==> config.mk <==
export PLATFORM = sky130hd
export DESIGN_NAME = dimension_order_path_4d
export DESIGN_NICKNAME = d
export VERILOG_FILES = /design/src/design/dop4_pkg.sv /design/src/design/dop4_split.sv /design/src/design/dop4_emit.sv /design/src/design/dimension_order_path_4d.sv
export SDC_FILE = /design/constraint.sdc
export NUM_CORES = 1
export LEC_CHECK = 0
export BUFFER_PORTS_ARGS = -buffer_cell sky130_fd_sc_hd__buf_2
export CAP_MARGIN = 20
export CORE_UTILIZATION = 57
export DETAILED_ROUTE_END_ITERATION = 6
export PLACE_DENSITY_LB_ADDON = 0.08
export REMOVE_ABC_BUFFERS = 1
export SETUP_SLACK_MARGIN = 0.3
export SYNTH_ARGS = -nofsm -noshare
export SYNTH_HDL_FRONTEND = slang
export SYNTH_SLANG_ARGS = --single-unit
==> constraint.sdc <==
create_clock -name clk -period 7.68 [get_ports clk]
set_input_delay 0.384 -clock clk [delete_from_list [all_inputs] [get_ports clk]]
set_output_delay 0.384 -clock clk [all_outputs]
set_load 0.02 [all_outputs]
==> src/design/dop4_pkg.sv <==
// ----------------------------------------------------------------------------
// dop4_pkg
// Shared types and constants for the 4-D dimension-order path generator.
// ----------------------------------------------------------------------------
package dop4_pkg;

  // node numbers and path positions
  localparam int unsigned NODE_W    = 11;
  localparam int unsigned IDX_W     = 3;
  localparam int unsigned DIM_COUNT = 4;
  // remainders kept for R^1, R^2 and R^3
  localparam int unsigned REM_COUNT = DIM_COUNT - 1;

  typedef logic [NODE_W-1:0] node_t;
  typedef logic [IDX_W-1:0]  hop_idx_t;

  // one path request
  typedef struct packed {
    node_t src_node;
    node_t dst_node;
  } request_t;

  // one path entry
  typedef struct packed {
    node_t    hop_node;
    hop_idx_t hop_index;
    logic     is_last;
  } hop_t;

  // source and destination split against the radix powers;
  // element m holds the node number modulo R^(m+1), x is the quotient by R^3
  typedef struct packed {
    node_t                   src_node;
    node_t                   dst_node;
    logic [REM_COUNT-1:0][NODE_W-1:0] src_rem;
    logic [REM_COUNT-1:0][NODE_W-1:0] dst_rem;
    node_t                   src_x;
    node_t                   dst_x;
  } split_t;

endpackage

==> src/design/dop4_split.sv <==
// ----------------------------------------------------------------------------
// dop4_split
// Two-stage divide by constant radix powers: a reciprocal estimate stage,
// then a constant multiply with one correction step.
// ----------------------------------------------------------------------------
module dop4_split
  import dop4_pkg::*;
#(
  parameter int unsigned DIM_RADIX = 6
) (
  input  logic     clk,
  input  logic     rst,
  input  logic     in_valid,
  input  request_t in_req,
  output logic     in_ready,
  output logic     out_valid,
  output split_t   out_split,
  input  logic     out_ready
);

  localparam int unsigned RECIP_SHIFT = 16;
  localparam int unsigned PROD_W      = NODE_W + RECIP_SHIFT;
  localparam int unsigned POW [REM_COUNT] = '{DIM_RADIX, DIM_RADIX ** 2, DIM_RADIX ** 3};
  localparam int unsigned RECIP [REM_COUNT] = '{
    (1 << RECIP_SHIFT) / (DIM_RADIX),
    (1 << RECIP_SHIFT) / (DIM_RADIX ** 2),
    (1 << RECIP_SHIFT) / (DIM_RADIX ** 3)
  };
  localparam int unsigned POW_W  = $clog2(DIM_RADIX ** 3 + 1);
  localparam int unsigned QP_W   = NODE_W + POW_W;

  // stage a registers
  logic                              a_valid;
  request_t                          a_req;
  logic [REM_COUNT-1:0][NODE_W-1:0] a_src_q;
  logic [REM_COUNT-1:0][NODE_W-1:0] a_dst_q;

  logic [REM_COUNT-1:0][NODE_W-1:0] est_src_q;
  logic [REM_COUNT-1:0][NODE_W-1:0] est_dst_q;
  logic [REM_COUNT-1:0][PROD_W-1:0] prod_src;
  logic [REM_COUNT-1:0][PROD_W-1:0] prod_dst;

  logic [REM_COUNT-1:0][QP_W-1:0]   qp_src;
  logic [REM_COUNT-1:0][QP_W-1:0]   qp_dst;
  logic [REM_COUNT-1:0][NODE_W-1:0] raw_src_r;
  logic [REM_COUNT-1:0][NODE_W-1:0] raw_dst_r;
  logic [REM_COUNT-1:0][NODE_W-1:0] fix_src_r;
  logic [REM_COUNT-1:0][NODE_W-1:0] fix_dst_r;
  node_t                             fix_src_x;
  node_t                             fix_dst_x;

  logic a_ready;

  // elastic handshake between the two stages
  assign a_ready  = !out_valid || out_ready;
  assign in_ready = !a_valid || a_ready;

  // quotient estimate, never above the true quotient and at most one below
  always_comb begin
    for (int m = 0; m < REM_COUNT; m++) begin
      prod_src[m]  = PROD_W'(in_req.src_node) * PROD_W'(RECIP[m]);
      prod_dst[m]  = PROD_W'(in_req.dst_node) * PROD_W'(RECIP[m]);
      est_src_q[m] = prod_src[m][PROD_W-1 -: NODE_W];
      est_dst_q[m] = prod_dst[m][PROD_W-1 -: NODE_W];
    end
  end

  always_ff @(posedge clk) begin
    if (rst) begin
      a_valid <= 1'b0;
    end else if (in_ready) begin
      a_valid <= in_valid;
    end
  end

  always_ff @(posedge clk) begin
    if (in_ready && in_valid) begin
      a_req   <= in_req;
      a_src_q <= est_src_q;
      a_dst_q <= est_dst_q;
    end
  end

  // remainder from the estimate, corrected by one subtract
  always_comb begin
    fix_src_x = a_src_q[REM_COUNT-1];
    fix_dst_x = a_dst_q[REM_COUNT-1];
    for (int m = 0; m < REM_COUNT; m++) begin
      qp_src[m]    = QP_W'(a_src_q[m]) * QP_W'(POW[m]);
      qp_dst[m]    = QP_W'(a_dst_q[m]) * QP_W'(POW[m]);
      raw_src_r[m] = a_req.src_node - qp_src[m][NODE_W-1:0];
      raw_dst_r[m] = a_req.dst_node - qp_dst[m][NODE_W-1:0];
      fix_src_r[m] = raw_src_r[m];
      fix_dst_r[m] = raw_dst_r[m];
      if (QP_W'(raw_src_r[m]) >= QP_W'(POW[m])) begin
        fix_src_r[m] = NODE_W'(raw_src_r[m] - NODE_W'(POW[m]));
        if (m == REM_COUNT - 1) begin
          fix_src_x = NODE_W'(a_src_q[m] + 1'b1);
        end
      end
      if (QP_W'(raw_dst_r[m]) >= QP_W'(POW[m])) begin
        fix_dst_r[m] = NODE_W'(raw_dst_r[m] - NODE_W'(POW[m]));
        if (m == REM_COUNT - 1) begin
          fix_dst_x = NODE_W'(a_dst_q[m] + 1'b1);
        end
      end
    end
  end

  always_ff @(posedge clk) begin
    if (rst) begin
      out_valid <= 1'b0;
    end else if (a_ready) begin
      out_valid <= a_valid;
    end
  end

  always_ff @(posedge clk) begin
    if (a_ready && a_valid) begin
      out_split.src_node <= a_req.src_node;
      out_split.dst_node <= a_req.dst_node;
      out_split.src_rem  <= fix_src_r;
      out_split.dst_rem  <= fix_dst_r;
      out_split.src_x    <= fix_src_x;
      out_split.dst_x    <= fix_dst_x;
    end
  end

endmodule

==> src/design/dop4_emit.sv <==
// ----------------------------------------------------------------------------
// dop4_emit
// Builds the hop list from a split request and sends one path entry per
// cycle through the result register, X first and W last.
// ----------------------------------------------------------------------------
module dop4_emit
  import dop4_pkg::*;
(
  input  logic   clk,
  input  logic   rst,
  input  logic   in_valid,
  input  split_t in_split,
  output logic   in_ready,
  output logic   hop_valid,
  output hop_t   hop
);

  // hops still to send and their node numbers
  logic [DIM_COUNT-1:0]             pend;
  logic [DIM_COUNT-1:0][NODE_W-1:0] nodes;

  logic [DIM_COUNT-1:0]             diff;
  logic [DIM_COUNT-1:0][NODE_W-1:0] node_c;
  logic [$clog2(DIM_COUNT)-1:0]     pick;
  logic                             found;
  logic [DIM_COUNT-1:0]             pend_next;
  logic                             load;

  assign in_ready = (pend == '0);
  assign load     = in_ready && in_valid;

  // differing digits and the node reached after fixing each dimension
  always_comb begin
    diff[0] = (in_split.src_x != in_split.dst_x);
    for (int k = 1; k < DIM_COUNT; k++) begin
      if (k == DIM_COUNT - 1) begin
        diff[k] = (in_split.src_rem[0] != in_split.dst_rem[0]);
      end else begin
        diff[k] = (NODE_W'(in_split.src_rem[DIM_COUNT-1-k] - in_split.src_rem[DIM_COUNT-2-k]) !=
                   NODE_W'(in_split.dst_rem[DIM_COUNT-1-k] - in_split.dst_rem[DIM_COUNT-2-k]));
      end
    end
    for (int k = 0; k < DIM_COUNT - 1; k++) begin
      node_c[k] = NODE_W'(in_split.dst_node - in_split.dst_rem[DIM_COUNT-2-k] +
                          in_split.src_rem[DIM_COUNT-2-k]);
    end
    node_c[DIM_COUNT-1] = in_split.dst_node;
  end

  // lowest pending dimension goes next
  always_comb begin
    pick  = '0;
    found = 1'b0;
    for (int k = 0; k < DIM_COUNT; k++) begin
      if (pend[k] && !found) begin
        pick  = ($clog2(DIM_COUNT))'(k);
        found = 1'b1;
      end
    end
    pend_next = pend & ~(DIM_COUNT'(1) << pick);
  end

  // control
  always_ff @(posedge clk) begin
    if (rst) begin
      pend      <= '0;
      hop_valid <= 1'b0;
    end else if (pend != '0) begin
      pend      <= pend_next;
      hop_valid <= 1'b1;
    end else if (in_valid) begin
      pend      <= diff;
      hop_valid <= 1'b1;
    end else begin
      hop_valid <= 1'b0;
    end
  end

  // result register and hop node store
  always_ff @(posedge clk) begin
    if (pend != '0) begin
      hop.hop_node  <= nodes[pick];
      hop.hop_index <= IDX_W'(hop.hop_index + 1'b1);
      hop.is_last   <= (pend_next == '0);
    end else if (load) begin
      hop.hop_node  <= in_split.src_node;
      hop.hop_index <= '0;
      hop.is_last   <= (diff == '0);
      nodes         <= node_c;
    end
  end

  // hops left over means the entry just sent was not the last one
  a_pend_not_last: assert property (@(posedge clk) disable iff (rst)
    (pend != '0) |-> (hop_valid && !hop.is_last))
    else $error("pending hops after a final entry");

  // path positions count up by one within a path
  a_index_step: assert property (@(posedge clk) disable iff (rst)
    (hop_valid && !hop.is_last) |=> (hop_valid &&
      hop.hop_index == IDX_W'($past(hop.hop_index) + 1'b1)))
    else $error("path position did not advance");

  // a path never has more entries than dimensions plus the source
  a_index_range: assert property (@(posedge clk) disable iff (rst)
    hop_valid |-> (hop.hop_index <= IDX_W'(DIM_COUNT)))
    else $error("path position out of range");

  // a new request loads only once the previous path is finished
  a_load_clean: assert property (@(posedge clk) disable iff (rst)
    (in_valid && pend == '0) |=> (hop_valid && hop.hop_index == '0))
    else $error("new path did not start at the source");

endmodule

==> src/design/dimension_order_path_4d.sv <==
// ----------------------------------------------------------------------------
// dimension_order_path_4d
// Dimension-order path generator for a 4-D fully connected network.
// ----------------------------------------------------------------------------
// Usage:
//   A request (source and destination node) transfers at a rising edge where
//   start is high and busy is low. The block answers with the path: the
//   source first, then one entry for each dimension whose digit differs, in
//   X, Y, Z, W order, each on hop for exactly one cycle with hop_valid high.
//   The final entry, the destination, has is_last set.
// Path: a request passes the input register, the reciprocal estimate
//   stage and the remainder correction stage, then the result register
//   shows the source entry. Throughput: one entry per cycle; a request
//   occupies the result register until its final entry has been shown.
//   Requests are taken back to back while an earlier path is still going
//   out; busy rises only once the three front stages are all holding work.
// Reset: rst clears all valid flags and pending hops; no path is sent until
//   a new request is taken.
// The receiver cannot stall: each entry is taken in the cycle it is shown.
// ----------------------------------------------------------------------------
module dimension_order_path_4d
  import dop4_pkg::*;
#(
  parameter int unsigned DIM_RADIX = 6
) (
  input  logic     clk,
  input  logic     rst,
  input  logic     start,
  input  request_t request,
  output logic     busy,
  output logic     hop_valid,
  output hop_t     hop
);

  logic     in_valid;
  request_t in_req;
  logic     split_in_ready;
  logic     split_valid;
  split_t   split;
  logic     emit_ready;

  assign busy = in_valid && !split_in_ready;

  // input register
  always_ff @(posedge clk) begin
    if (rst) begin
      in_valid <= 1'b0;
    end else if (start && !busy) begin
      in_valid <= 1'b1;
    end else if (split_in_ready) begin
      in_valid <= 1'b0;
    end
  end

  always_ff @(posedge clk) begin
    if (start && !busy) begin
      in_req <= request;
    end
  end

  // digit split
  dop4_split #(
    .DIM_RADIX (DIM_RADIX)
  ) u_split (
    .clk       (clk),
    .rst       (rst),
    .in_valid  (in_valid),
    .in_req    (in_req),
    .in_ready  (split_in_ready),
    .out_valid (split_valid),
    .out_split (split),
    .out_ready (emit_ready)
  );

  // hop sequencing and result register
  dop4_emit u_emit (
    .clk       (clk),
    .rst       (rst),
    .in_valid  (split_valid),
    .in_split  (split),
    .in_ready  (emit_ready),
    .hop_valid (hop_valid),
    .hop       (hop)
  );

endmodule

==> impl_metrics.yaml, run 1 <==
cells_and_area:
  stdcell_area_sq_um: 27100
  drive_gt1_frac: 0.0591
  final_cells: 3125
  layout.nets: 3188
  multiInputGateArea_sq_um: 16300
  ff_latch_area_sq_um: 6890
  diodes: 0
  mostFrequentLayoutCell: "inv_1"
  final_cell_mix: "inv_1 (501), ha_1 (460), edfxtp_1 (224)"
  syn_to_final_growth_pct: 8.18
  fillers: 3604
clocking:
  clk_pin_slew_ns: 0.06
  cts.sinks: 232
  clock_latency_ns: 0.58
  cts_tree: "yes"
  cts_made_buffers: 28
  cts.htree.levels: 1
  cts_setup_buffers: 0
  cts_resized: 0
  cts_max_path_buffers: 3
  cts_root_buffer: "clkbuf_16"
sta:
  rsz0062_at_grt: "no"
  max_freq_mhz: 171
  post-route-period-util: 0.761
  drv_slew: 0
  fin_skew_ns: 0.0162
  hold_viol: 0
  maxSlewHeadroom: 0.316
  period_needed_ns: 5.84
  tightest_slew_ns: 1.02
  timing.setup.tns_ns: 0
  finalSetupViolCount: 0
grt:
  grt_pass1_wl_um: 88200
  grt-ovfl-total: 0
  track_usage: 0.251
  antenna_found_initial: 0
  grt_max_degree: 81
  grt_pass1_vias: 17500
routing:
  drtIter0Drc: 756
  routedWlPerCell_um: 17.2
  ant_nets: 0
  firstDrtPassIters: 5
  vias: 16800
  drc: 0
  viasPerCell: 5.38
  wl_um: 53600
floorplan:
  die-area_sq_um: 44800
  die_w_um: 212
  num_rows: 76
  dieHeight_um: 212
  initial_core_util: 0.579
  core_sq_um: 43300
  ios: 42
synth:
  yosysSeqAreaShare: 0.275
  syn_inst: 2434
  async_flop_share: 0
  synth_edf_count: 224
  syn_avg_cell_area_sq_um: 10.3
  synth_seq_cells: 232
  synth_area_sq_um: 25100
  synth_warnings: 0
  ys.flop_type: "edfxtp_1"
  synth_cell_types: 81
min_path:
  worstHoldStart: "request[10]"
  hp-class: "primary input to flop"
placement:
  dp_hpwl_um: 45300
  gp_congestion: 0.892
  portBuffers: 41
  dpl_cell_area_sq_um: 26000
  dp.cells: 3052
power_and_ir_drop:
  power_mw: 12.0
  power_density_nw_per_um2: 444
  power.leakage_nw: 12.9
  vdd_drop_max_v: 0.000245
worst_setup_path:
  cp-start-kind: "flop"
  cp_data_arrival_time_ns: 6.14
  r2r_start: "in_req[18]"
  path_class: "flop to flop"
  end_kind: "flop"
  startpoint: "in_req[18]"
  worstPathMaxFanout: 8
  required_ns: 7.98
job:
  maxCapViolCount: 0
outcome:
  status: "completed"
## registers in the layout (all words and copies together), names as in the netlist
register,count
u_split.a_req,22
u_split.a_valid,1
in_valid,1
in_req,22
u_split.a_dst_q,19
u_emit.hop,15
u_emit.pend,4
u_split.out_valid,1
u_split.out_split,86
u_emit.nodes,41
u_split.a_src_q,19
u_emit.hop_valid,1
## final timing paths
path | endpoint | slack (ns) | depth (start not counted)
max reg2reg | u_split.a_src_q[8] | 1.84 | 15
min reg2reg | u_emit.nodes[36] | 0.46 | 0
min | in_req[10] | 0.03 | 1
max | u_split.a_src_q[8] | 1.84 | 15
## logic make-up (layout without fill, tap and decap cells)
group / Yosys count / count (layout) / synth area share
XOR/XNOR: 209 / 209 / 0.0739
AO/OA/AOI/OAI: 403 / 403 / 0.107
AND/OR/NAND/NOR: 420 / 420 / 0.0856
buffers and inverters: 514 / 620 / 0.0771
multiplexers: 11 / 11 / 0.00489
adder cells (fa/ha/maj): 645 / 645 / 0.377
flip-flops: 232 / 232 / 0.275
## where the power goes
part | internal [mW] | switching, mW | leakage, nW
logic | 3.62 | 4.80 | 10.3
registers | 2.07 | 0.268 | 2.15
clock network | 0.745 | 0.534 | 0.428
total | 6.43 | 5.60 | 12.9
## through the flow
step                      utilization  hold slack [ns]  worst slack (ns)
after floorplan                     -            0.426            -0.607
after global placement          0.602            0.456              2.00
after detailed placement        0.602            0.453              1.91
after CTS                       0.627          0.00348              1.87
after global routing            0.627          0.00983              1.56
final                           0.627           0.0326              1.84
## per-layer routing
metal	share of wire	GRT usage	vias up
met2	0.50	0.446	259
li1	-	-	8432
met5	0	0	-
met3	0.027	0.0246	105
met4	0.038	0.0847	0
met1	0.44	0.318	8014
## worst max-delay path, stage by stage (launching register included)
cell       delay [ns]
edfxtp_1         0.58
ha_1             0.46
fa_1             0.50
fa_1             0.60
fa_1             0.56
inv_1            0.06
fa_1             0.54
inv_1            0.05
ha_1             0.32
a21oi_1          0.15
o21ai_0          0.13
a222oi_1         0.55
a2111oi_0        0.24
a211o_1          0.37
o41ai_1          0.34
xor2_1           0.11
## timing repair
item,4_1_cts,5_1_grt
hold buffers,21,0
hold endpoints to repair,21,0
endpoints found under the setup margin,0,0
## cell usage after synthesis, types with 4 or more instances
cell type	instances	area, sq um
o31ai_1	9	67.6
fa_1	185	3700
o211ai_1	10	75.1
nor3_1	41	205
nand2b_1	20	125
nor2b_1	23	144
nor2_1	142	533
nor4_4	4	85.1
edfxtp_1	224	6730
xnor2_1	151	1320
nor3b_1	6	45.0
o21a_1	25	188
o41ai_2	4	65.1
a2111oi_0	4	35.0
o31a_1	4	35.0
a211oi_1	16	120
clkbuf_1	12	45.0
a31o_2	10	87.6
nand4_1	6	37.5
dfxtp_1	8	160
nand3_1	37	185
a31oi_1	10	62.6
nand4b_1	5	43.8
nand2_1	65	244
and2_1	12	75.1
o21bai_1	20	150
and3_1	9	56.3
o21ai_0	79	395
mux2_2	5	56.3
nand3b_1	4	30.0
a21o_1	36	270
o22ai_1	12	75.1
inv_1	501	1880
o21ai_1	4	20.0
a21oi_1	107	536
a21boi_0	12	90.1
nor4_1	4	25.0
or3_1	11	68.8
o41ai_1	6	52.6
ha_1	460	5760
xor2_1	56	490
mux2i_1	4	40.0
or2_2	19	119
## layout make-up
cell class	count	share of cell area
timing repair buffer	67	0.0167
sequential	232	0.254
clock inverter	14	0.00558
clock buffer	38	0.0272
tap	585	0.0270
inverter	501	0.0693
multi-input combinational	1688	0.600
Power figures use the tool's default switching activity.
==> run 2, diff against run 1 <==
clock period = 5.9 ns   (was 7.68 ns; I/O delays follow)
==> impl_metrics.yaml, run 2 (synthesis results as in run 1) <==
worst_setup_path:
  end_kind: "flop"
  path_class: "flop to flop"
  cp-start-kind: "flop"
  reg2reg_depth: 18
  path_common_cell: "inv_1"
  required_ns: 6.20
  worstPathCellList: "ha_1 > ha_1 > inv_1 > fa_1 > inv_1 > fa_1 > inv_1 > fa_1 > inv_1 > ha_1 > nand2_1 > nor3_1 > a21oi_2 > o31ai_1 > a221oi_2 > o21ai_0 > a31oi_1 > xor2_1"
  slowest_delay_ns: 0.57
  cp_data_arrival_time_ns: 5.55
  cp_slowest_cell: "edfxtp_1"
  worstPathMaxFanout: 8
placement:
  dp_hpwl_um: 45300
  dp_slack_ns: 0.461
  portBuffers: 41
  dp.cells: 3064
  gp_congestion: 1.00
job:
  maxCapViolCount: 0
outcome:
  status: "completed"
floorplan:
  num_rows: 76
  die-area_sq_um: 44800
  dieHeight_um: 212
  core_sq_um: 43300
  initial_core_util: 0.579
  die_w_um: 212
  ios: 42
routing:
  routedWlPerCell_um: 17.3
  drtIter0Drc: 724
  drc: 0
  ant_nets: 0
  wl_um: 54300
  firstDrtPassIters: 7
  vias: 16900
  viasPerCell: 5.38
clocking:
  cts.sinks: 232
  cts_tree: "yes"
  cts_made_buffers: 28
  clock_latency_ns: 0.56
  clk_pin_slew_ns: 0.07
  cts.htree.levels: 1
  cts_root_buffer: "clkbuf_16"
  cts_max_path_buffers: 3
sta:
  maxSlewHeadroom: 0.345
  rsz0062_at_grt: "no"
  drv_slew: 0
  max_freq_mhz: 191
  period_needed_ns: 5.25
  post-route-period-util: 0.890
  finalSetupViolCount: 0
  fin_skew_ns: 0.0106
  hold_viol: 0
  tightest_slew_ns: 0.976
  setup_ws_ns: 0.651
min_path:
  hp-class: "primary input to flop"
  min_path_cells: 3
grt:
  track_usage: 0.252
  antenna_found_initial: 0
  grt_max_degree: 61
  grt_pass1_vias: 17300
  grt-ovfl-total: 0
  grt_pass1_wl_um: 88100
cells_and_area:
  layout.nets: 3204
  largest_reg_flops: 86
  largest-register: "u_split.out_split"
  final_cell_mix: "inv_1 (501), ha_1 (459), edfxtp_1 (224)"
  diodes: 0
  syn_to_final_growth_pct: 8.93
  top_regs: "u_split.out_split: 86 flops, u_emit.nodes: 41 flops"
  drive_gt1_frac: 0.0673
  final_cells: 3141
  mostFrequentLayoutCell: "inv_1"
power_and_ir_drop:
  power_density_nw_per_um2: 577
  vdd_drop_max_v: 0.000356
  power.leakage_nw: 13.0
==> run 2: changes by cell type in the layout (fill, tap and decap cells not counted), moves of 2 or more <==
cell | previous run | this run
clkbuf_1 | 10 | 6
inv_6 | 1 | 4
clkbuf_8 | 0 | 2
buf_4 | 5 | 19
clkinv_2 | 6 | 2
clkinv_4 | 0 | 2
dlygate4sd3_1 | 21 | 23
==> run 2: per-layer routing <==
| metal | GRT usage | vias up | part of all wire |
|---|---|---|---|
| met1 | 0.323 | 8107 | 0.44 |
| li1 | - | 8469 | - |
| met5 | 0 | - | 0 |
| met2 | 0.454 | 253 | 0.50 |
| met3 | 0.0220 | 76 | 0.032 |
| met4 | 0.0707 | 0 | 0.027 |
==> run 2: stage by stage <==
| stage | total power, mW | util | instance area [sq um] | TNS (ns) | hold WS, ns |
|---|---|---|---|---|---|
| finish | 15.8 | 0.631 | 27300 | 0 | 0.0434 |
| global route | 17.3 | 0.631 | 27300 | 0 | 0.0461 |
| CTS | 15.8 | 0.631 | 27300 | 0 | 0.0152 |
| detailed placement | 14.0 | 0.604 | 26100 | 0 | 0.471 |
| global placement | 13.7 | 0.604 | 26100 | 0 | 0.471 |
| floorplan | 11.5 | - | 25000 | -205.27 | 0.364 |
==> run 2: area by class of cell <==
cell class,count,area [sq um]
Clock inverter,15,160
Clock buffer,37,776
Sequential cell,232,6890
Multi-Input combinational cell,1688,16300
Tap cell,585,732
Inverter,501,1880
Fill cell,3549,16000
Timing Repair Buffer,83,578
==> run 2: worst paths after layout <==
check	start	endpoint	slack, ns
min	start	in_valid	0.04
max reg2reg	in_req[4]	u_split.a_dst_q[8]	0.65
max	in_req[4]	u_split.a_dst_q[8]	0.65
min reg2reg	u_split.out_split[96]	u_emit.nodes[41]	0.48
==> run 2: critical path: cells and delay by family, from the launching register on <==
| family | cells | cell delay [ns] |
|---|---|---|
| buf+inv | 4 | 0.24 |
| simple gates | 2 | 0.30 |
| xor+xnor | 1 | 0.15 |
| flops | 1 | 0.57 |
| fa+ha+maj | 6 | 2.59 |
| compound gates | 5 | 1.14 |
==> run 2: what timing repair did <==
item | CTS | global route
endpoints found under the hold margin | 23 | 0
gates resized for setup | 0 | 5
hold buffers | 23 | 0
buffers inserted | 0 | 2
endpoints found under the setup margin | 0 | 8
==> run 2: power by group <==
| part | internal [mW] | total, mW | switching [mW] |
|---|---|---|---|
| Combinational | 4.73 | 11.0 | 6.25 |
| Clock | 1.02 | 1.74 | 0.721 |
| Sequential | 2.69 | 3.03 | 0.334 |
